==> src/hdl/assert_macros.svh <==
// ---------------------------------------------------------------------------
// Assertion macros
// Shared concurrent assertion forms for the frame receiver.
// ---------------------------------------------------------------------------
`ifndef ASSERT_MACROS_SVH
`define ASSERT_MACROS_SVH

// Same-cycle implication, disabled while reset is asserted.
`define ASSERT_SAME(lbl, clk, rst_n, ante, cons) \
    lbl: assert property (@(posedge clk) disable iff (!(rst_n)) (ante) |-> (cons)) \
        else $error("assertion failed");

// Next-cycle implication, disabled while reset is asserted.
`define ASSERT_NEXT(lbl, clk, rst_n, ante, cons) \
    lbl: assert property (@(posedge clk) disable iff (!(rst_n)) (ante) |=> (cons)) \
        else $error("assertion failed");

`endif

==> src/hdl/efr_pkg.sv <==
`timescale 1ns / 1ps
// ---------------------------------------------------------------------------
// Frame receiver package
// Types and codes shared by the frame receiver modules.
// ---------------------------------------------------------------------------
package efr_pkg;

    typedef enum logic [2:0] {
        PH_IDLE = 3'd0,
        PH_LEN  = 3'd1,
        PH_DATA = 3'd2,
        PH_CKLO = 3'd3,
        PH_CKHI = 3'd4
    } t_phase;

    localparam logic [1:0] CFG_HEADER = 2'd0;
    localparam logic [1:0] CFG_ESCAPE = 2'd1;
    localparam logic [1:0] CFG_LIMIT  = 2'd2;

    localparam logic KIND_DATA   = 1'b0;
    localparam logic KIND_STATUS = 1'b1;

    typedef struct packed {
        logic [7:0] header_byte;
        logic [7:0] escape_byte;
        logic [7:0] copy_limit;
    } t_cfg;

    typedef struct packed {
        logic       result_kind;
        logic [7:0] data_value;
        logic [7:0] byte_index;
        logic       frame_good;
        logic [7:0] frame_length;
    } t_result;

endpackage

==> src/hdl/efr_deframer.sv <==
`timescale 1ns / 1ps
// ---------------------------------------------------------------------------
// Frame deframer
// Phase machine, destuffing, checksum accumulation and result decode.
// ---------------------------------------------------------------------------
`include "assert_macros.svh"

module efr_deframer
    import efr_pkg::*;
(
    input  logic       i_clk,
    input  logic       i_rst_n,
    input  logic       i_fire,
    input  logic [7:0] i_byte,
    input  t_cfg       i_cfg,
    output logic       o_res_valid,
    output t_result    o_res
);

    t_phase      r_phase, n_phase;
    logic        r_esc, n_esc;
    logic [15:0] r_sum, n_sum;
    logic [7:0]  r_len, n_len;
    logic [7:0]  r_cnt, n_cnt;
    logic [7:0]  r_low, n_low;

    logic       w_in_frame;
    logic       w_summed;
    logic       w_esc_start;
    logic [7:0] w_val;
    logic [7:0] w_cnt_inc;

    assign w_in_frame  = (r_phase == PH_LEN) || (r_phase == PH_DATA) ||
                         (r_phase == PH_CKLO) || (r_phase == PH_CKHI);
    assign w_summed    = (r_phase == PH_LEN) || (r_phase == PH_DATA);
    assign w_esc_start = !r_esc && (i_byte == i_cfg.escape_byte);
    assign w_val       = r_esc ? (i_byte ^ i_cfg.escape_byte) : i_byte;
    assign w_cnt_inc   = r_cnt + 8'd1;

    // Next state.
    always_comb begin
        n_phase = r_phase;
        n_esc   = r_esc;
        n_sum   = r_sum;
        n_len   = r_len;
        n_cnt   = r_cnt;
        n_low   = r_low;
        if (!w_in_frame) begin
            n_phase = PH_IDLE;
            if (i_byte == i_cfg.header_byte) begin
                n_phase = PH_LEN;
                n_esc   = 1'b0;
                n_sum   = 16'd0;
                n_len   = 8'd0;
                n_cnt   = 8'd0;
                n_low   = 8'd0;
            end
        end else begin
            if (w_summed) begin
                n_sum = r_sum + {8'd0, i_byte};
            end
            if (w_esc_start) begin
                n_esc = 1'b1;
            end else begin
                n_esc = 1'b0;
                unique case (r_phase)
                    PH_LEN: begin
                        n_len   = w_val;
                        n_cnt   = 8'd0;
                        n_phase = (w_val == 8'd0) ? PH_CKLO : PH_DATA;
                    end
                    PH_DATA: begin
                        n_cnt = w_cnt_inc;
                        if (w_cnt_inc == r_len) begin
                            n_phase = PH_CKLO;
                        end
                    end
                    PH_CKLO: begin
                        n_low   = w_val;
                        n_phase = PH_CKHI;
                    end
                    default: begin
                        n_phase = PH_IDLE;
                    end
                endcase
            end
        end
    end

    // Result decode.
    always_comb begin
        o_res_valid = 1'b0;
        o_res       = '0;
        if (w_in_frame && !w_esc_start) begin
            unique case (r_phase)
                PH_DATA: begin
                    if (r_cnt < i_cfg.copy_limit) begin
                        o_res_valid       = 1'b1;
                        o_res.result_kind = KIND_DATA;
                        o_res.data_value  = w_val;
                        o_res.byte_index  = r_cnt;
                    end
                end
                PH_CKHI: begin
                    o_res_valid        = 1'b1;
                    o_res.result_kind  = KIND_STATUS;
                    o_res.frame_good   = ({w_val, r_low} == r_sum);
                    o_res.frame_length = r_len;
                end
                default: begin
                    o_res_valid = 1'b0;
                end
            endcase
        end
    end

    always_ff @(posedge i_clk) begin
        if (!i_rst_n) begin
            r_phase <= PH_IDLE;
            r_esc   <= 1'b0;
            r_sum   <= 16'd0;
            r_len   <= 8'd0;
            r_cnt   <= 8'd0;
            r_low   <= 8'd0;
        end else if (i_fire) begin
            r_phase <= n_phase;
            r_esc   <= n_esc;
            r_sum   <= n_sum;
            r_len   <= n_len;
            r_cnt   <= n_cnt;
            r_low   <= n_low;
        end
    end

    `ASSERT_NEXT(a_status_ends_frame, i_clk, i_rst_n,
        i_fire && o_res_valid && (o_res.result_kind == KIND_STATUS), r_phase == PH_IDLE)
    `ASSERT_SAME(a_idle_no_escape, i_clk, i_rst_n, r_phase == PH_IDLE, !r_esc)
    `ASSERT_SAME(a_count_below_length, i_clk, i_rst_n, r_phase == PH_DATA, r_cnt < r_len)

endmodule

==> src/hdl/efr_out_reg.sv <==
`timescale 1ns / 1ps
// ---------------------------------------------------------------------------
// Result register
// Holds one result transaction until the consumer takes it.
// ---------------------------------------------------------------------------
module efr_out_reg
    import efr_pkg::*;
(
    input  logic    i_clk,
    input  logic    i_rst_n,
    input  logic    i_load,
    input  logic    i_res_valid,
    input  t_result i_res,
    input  logic    i_stall,
    output logic    o_valid,
    output t_result o_res
);

    logic    r_valid;
    t_result r_res;

    always_ff @(posedge i_clk) begin
        if (!i_rst_n) begin
            r_valid <= 1'b0;
        end else if (i_load) begin
            r_valid <= i_res_valid;
        end else if (!i_stall) begin
            r_valid <= 1'b0;
        end
    end

    always_ff @(posedge i_clk) begin
        if (i_load && i_res_valid) begin
            r_res <= i_res;
        end
    end

    assign o_valid = r_valid;
    assign o_res   = r_res;

endmodule

==> src/hdl/escaped_frame_receiver.sv <==
// An accepted byte is held in the input register until the output register is free;
// its result then goes into the output register, which holds it until the consumer takes it.
// Throughput: one wire byte per cycle while the result side does not stall.
// Stall from the output side reaches the input stall in the same cycle; nothing is dropped.
// Reset is synchronous and active low: control state clears, config registers return to defaults.
`timescale 1ns / 1ps
// ---------------------------------------------------------------------------
// Escaped frame receiver
// Byte-stuffed frame deframer with a 16-bit additive checksum.
// ---------------------------------------------------------------------------
module escaped_frame_receiver
    import efr_pkg::*;
(
    input  logic       i_clk,
    input  logic       i_rst_n,
    // Input byte channel.
    input  logic       i_valid,
    output logic       o_stall,
    input  logic [7:0] i_wire_byte,
    // Result channel.
    output logic       o_valid,
    input  logic       i_stall,
    output logic       o_result_kind,
    output logic [7:0] o_data_value,
    output logic [7:0] o_byte_index,
    output logic       o_frame_good,
    output logic [7:0] o_frame_length,
    // Configuration write channel.
    input  logic       i_cfg_valid,
    output logic       o_cfg_ready,
    input  logic [1:0] i_cfg_index,
    input  logic [7:0] i_cfg_data
);

    // Configuration registers. The user must write them only while the block is idle, as the
    // block does not enforce it; writes are always ready and take effect from the next byte.
    t_cfg r_cfg;

    assign o_cfg_ready = 1'b1;

    always_ff @(posedge i_clk) begin
        if (!i_rst_n) begin
            r_cfg.header_byte <= 8'd126;
            r_cfg.escape_byte <= 8'd125;
            r_cfg.copy_limit  <= 8'd255;
        end else if (i_cfg_valid && o_cfg_ready) begin
            unique case (i_cfg_index)
                CFG_HEADER: r_cfg.header_byte <= i_cfg_data;
                CFG_ESCAPE: r_cfg.escape_byte <= i_cfg_data;
                CFG_LIMIT:  r_cfg.copy_limit  <= i_cfg_data;
                default:    r_cfg             <= r_cfg;
            endcase
        end
    end

    // Input register. A held byte is consumed by the deframer whenever the
    // result register can take whatever that byte produces, which is the
    // case when it is empty or being emptied this cycle.
    logic       r_in_valid;
    logic [7:0] r_in_byte;
    logic       w_out_free;
    logic       w_fire;

    assign w_out_free = !o_valid || !i_stall;
    assign w_fire     = r_in_valid && w_out_free;
    assign o_stall    = r_in_valid && !w_out_free;

    always_ff @(posedge i_clk) begin
        if (!i_rst_n) begin
            r_in_valid <= 1'b0;
        end else if (!o_stall) begin
            r_in_valid <= i_valid;
        end
    end

    always_ff @(posedge i_clk) begin
        if (i_valid && !o_stall) begin
            r_in_byte <= i_wire_byte;
        end
    end

    // Deframer: one byte per consumed transaction, zero or one result.
    logic    w_res_valid;
    t_result w_res;

    efr_deframer u_deframer (
        .i_clk       (i_clk),
        .i_rst_n     (i_rst_n),
        .i_fire      (w_fire),
        .i_byte      (r_in_byte),
        .i_cfg       (r_cfg),
        .o_res_valid (w_res_valid),
        .o_res       (w_res)
    );

    // Result register feeding the output channel.
    t_result w_out_res;

    efr_out_reg u_out_reg (
        .i_clk       (i_clk),
        .i_rst_n     (i_rst_n),
        .i_load      (w_fire),
        .i_res_valid (w_res_valid),
        .i_res       (w_res),
        .i_stall     (i_stall),
        .o_valid     (o_valid),
        .o_res       (w_out_res)
    );

    assign o_result_kind  = w_out_res.result_kind;
    assign o_data_value   = w_out_res.data_value;
    assign o_byte_index   = w_out_res.byte_index;
    assign o_frame_good   = w_out_res.frame_good;
    assign o_frame_length = w_out_res.frame_length;

endmodule

==> config.mk <==
export PLATFORM = sky130hd
export DESIGN_NAME = escaped_frame_receiver
export DESIGN_NICKNAME = d
export VERILOG_FILES = /design/src/hdl/efr_pkg.sv /design/src/hdl/efr_deframer.sv /design/src/hdl/efr_out_reg.sv /design/src/hdl/escaped_frame_receiver.sv
export VERILOG_INCLUDE_DIRS = /design/src /design/src/hdl
export SDC_FILE = /design/constraint.sdc
export NUM_CORES = 1
export LEC_CHECK = 0
export BUFFER_PORTS_ARGS = -buffer_cell sky130_fd_sc_hd__buf_2
export CORE_MARGIN = 1
export CORE_UTILIZATION = 35
export DETAILED_ROUTE_END_ITERATION = 8
export SLEW_MARGIN = 20
export SYNTH_ARGS = -nofsm -noshare
export SYNTH_HDL_FRONTEND = slang
export SYNTH_SLANG_ARGS = --single-unit
==> constraint.sdc <==
create_clock -name i_clk -period 3.4 [get_ports i_clk]
set_input_delay 0.34 -clock i_clk [delete_from_list [all_inputs] [get_ports i_clk]]
set_output_delay 0.34 -clock i_clk [all_outputs]
set_load 0.01 [all_outputs]
==> results.py <==
metrics = {
    "status": {
        "status": "finished, violations left",
        "violations": "design-rule violations",
    },
    "clock_tree": {
        "root_buffer": "clkbuf_16",
        "htreeDepth": 3,
        "hold_buffers": 0,
        "cts.sinks": 104,
        "cts_setup_buffers": 0,
        "cts_made_buffers": 9,
        "insertion_delay_ns": 0.36,
        "cts_resized": 0,
        "cts_buffer_depth": 2,
        "tritoncts": "done",
        "clkSlewWorstSetupHoldPaths_ns": 0.07,
    },
    "synthesis": {
        "synth_area_per_cell_um2": 9.05,
        "synth_edf_count": 34,
        "ys_types": 68,
        "yosysWarnings": 0,
        "ys_ff_latch": 104,
        "ys_async_sr_fraction_pct": 0,
        "synth_fp_nets": 638,
        "netlist_area_um2": 5410,
        "synth_ff_type": "dfxtp_1",
        "postSynthCellCount": 598,
        "yosysSeqAreaShare_pct": 44.8,
    },
    "routing": {
        "wl_per_cell_um": 16.4,
        "vias_per_cell": 5.37,
        "remaining_drc_errors": 2,
        "detailedRoute.firstPassIterationCount": 7,
        "ant_nets": 0,
        "drtIter0Drc": 308,
        "wl_um": 13600,
        "num_vias": 4471,
    },
    "min_path": {
        "hp-start": "i_wire_byte[7]",
        "hold_path.class": "in -> reg",
    },
    "finish": {
        "n_fill_cell": 1514,
        "antenna_cells": 0,
        "nets": 679,
        "syn2layout_area_growth_pct": 12.8,
        "drive_gt1_share_pct": 13.5,
    },
    "floorplan": {
        "coreArea_um2": 15100,
        "dieArea_um2": 16000,
        "io_pins": 52,
        "start_util_pct": 35.7,
        "rows": 45,
        "die_x_um": 126,
        "die_height_um": 126,
    },
    "power": {
        "total_power_w": 0.00260,
        "p_per_area_nw_per_um2": 426,
        "leakagePower_nw": 2.38,
        "irDropWorstVdd_uv": 321,
    },
    "timing": {
        "slew_viol_final": 0,
        "slew_headroom_pct": 38.5,
        "clock.fmax_mhz": 350,
        "fin_tns_setup_ns": 0,
        "tightest_slew_ns": 0.920,
        "setup-violations-final": 0,
        "timing.final.crit_period_ns": 2.86,
        "rsz0062_at_grt": "false",
        "skew_ns": 0.0121,
        "fin_crit_sh_pct": 84.1,
        "whs_ns": 0.158,
        "hold_viol": 0,
    },
    "global_routing": {
        "grt_pass1_wl_um": 22500,
        "grt_max_degree": 33,
        "grt.total_usage_pct": 18.0,
        "overflow": 0,
        "grt_antenna_before_repair": 0,
        "grt_pass1_vias": 4201,
    },
    "placed_design": {
        "port_buffers": 50,
        "hpwlAfterDp_um": 10400,
        "place.gp.congestion": 0.909,
    },
    "setup_path": {
        "cp.required_ns": 3.44,
        "cp.arrival_ns": 2.89,
        "crit_chain": "xnor2_1 > nand4_1 > or3_1 > nor4b_2 > inv_1 > a21oi_2 > buf_4",
        "endpoint_kind": "register",
        "critPathLaunchType": "register",
        "crit_fanout": 26,
        "critPathMaxStageDelay_ns": 0.67,
        "rr_startpoint": "r_in_byte[0]",
        "startpoint": "r_in_byte[0]",
        "crit_path_top_delay_cell": "nor4b_2",
        "critical_path_class": "reg -> reg",
    },
    "flow_run": {
        "drv_cap": 0,
    },
}
[final cells by class]
type	instances	area (µm²)	share of cell area, %
clock buffer	9	225	3.69
clock inverter	7	67.6	1.11
inverter	26	97.6	1.60
multi-input combinational	442	2760	45.2
sequential	104	2420	39.7
tap	188	235	3.85
timing repair buffer	56	295	4.84
[cells in the final DEF, fill, tap and decap left out, drive strengths merged, types with 4 or more instances in the layout]
cell    count
xor2       27
clkbuf      9
o31ai       9
a21oi      29
and3        4
nor2b       5
o211ai     11
and2       11
nor3        4
inv        30
or3         5
nand3      42
nand2      90
nor2       44
o21ai      40
xnor2      27
ha         16
a211oi      5
nor4        4
buf        56
edfxtp     34
dfxtp      70
nand2b      9
nand4      10
[final timing paths]
| kind | endpoint | slack, ns | depth (start not counted) |
|---|---|---|---|
| min | r_in_byte[7] | 0.16 | 1 |
| min reg2reg | r_cfg[15] | 0.49 | 2 |
| max reg2reg | u_out_reg.o_res[17] | 0.54 | 7 |
| max | u_out_reg.o_res[17] | 0.54 | 7 |
[per-stage QoR]
step           cell area [µm²]  instances  utilization [%]  worst slack (ns)
5_1_grt                   6100        832             40.3             0.206
3_3_place_gp              5810        816             38.4             0.687
4_1_cts                   6100        832             40.3             0.547
6_report                  6100        832             40.3             0.542
2_1_floorplan             5410        598                -             0.140
3_5_place_dp              5810        816             38.4             0.567
[critical path, delay by kind of cell (launching register included)]
kind                      cells  cell delay [ns]
and+or+nand+nor               3             1.12
buffers and inverters         2             0.57
DFF                           1             0.49
AOI/OAI and AO/OA             1             0.19
xor gates and xnor gates      1             0.17
[cells in the mapped netlist (all sizes together), types with 3 or more instances]
cell / instances / area share [%]
nand2: 90 / 6.2
dfxtp: 70 / 26
nor2: 44 / 3.1
nand3: 42 / 3.9
o21ai: 40 / 3.7
edfxtp: 34 / 19
a21oi: 29 / 2.8
xnor2: 27 / 4.4
xor2: 27 / 4.4
inv: 25 / 1.7
ha: 16 / 3.7
buf: 13 / 1.6
clkbuf: 13 / 0.90
and2: 11 / 1.3
o211ai: 11 / 1.5
nand4: 10 / 1.2
nand2b: 9 / 1.0
o31ai: 9 / 1.2
a211oi: 5 / 1.2
nor2b: 5 / 0.58
or3: 5 / 0.67
and3: 4 / 0.46
nor3: 4 / 0.58
nor4: 4 / 0.46
a21o: 3 / 0.42
a31oi: 3 / 0.35
a41o: 3 / 0.56
and4: 3 / 0.49
mux2i: 3 / 0.56
[power breakdown]
| group | switching [W] | internal, W | leakage (nW) |
|---|---|---|---|
| Sequential | 0.0000309 | 0.00130 | 0.880 |
| Combinational | 0.000143 | 0.0000807 | 1.36 |
| Clock | 0.000522 | 0.000519 | 0.142 |
| Total | 0.000696 | 0.00190 | 2.38 |
[sequential cells by signal (all words and copies together) (netlist names), 3 cells and up]
signal	flops
u_out_reg.o_res	26
r_cfg	24
u_deframer.r_sum	16
r_in_byte	8
u_deframer.r_cnt	8
u_deframer.r_len	8
u_deframer.r_low	8
u_deframer.r_phase	3
[logic make-up after synthesis]
family / count (synthesis) / share of synthesized area (%)
buffers and inverters: 52 / 4.30
other: 1 / 0.0693
adders and majority gates: 17 / 4.07
and+or+nand+nor: 242 / 21.8
muxes: 3 / 0.555
xor gates and xnor gates: 54 / 8.74
AOI/OAI and AO/OA: 125 / 15.7
DFF: 104 / 44.8
[routing by layer]
metal	global-route usage (%)	vias to the layer above	wire length, µm
li1	-	2179	-
met1	26.0	2125	6710
met2	26.9	153	5980
met3	3.58	14	784
met4	5.67	0	161
met5	0	-	0
Power figures use the tool's default switching activity.
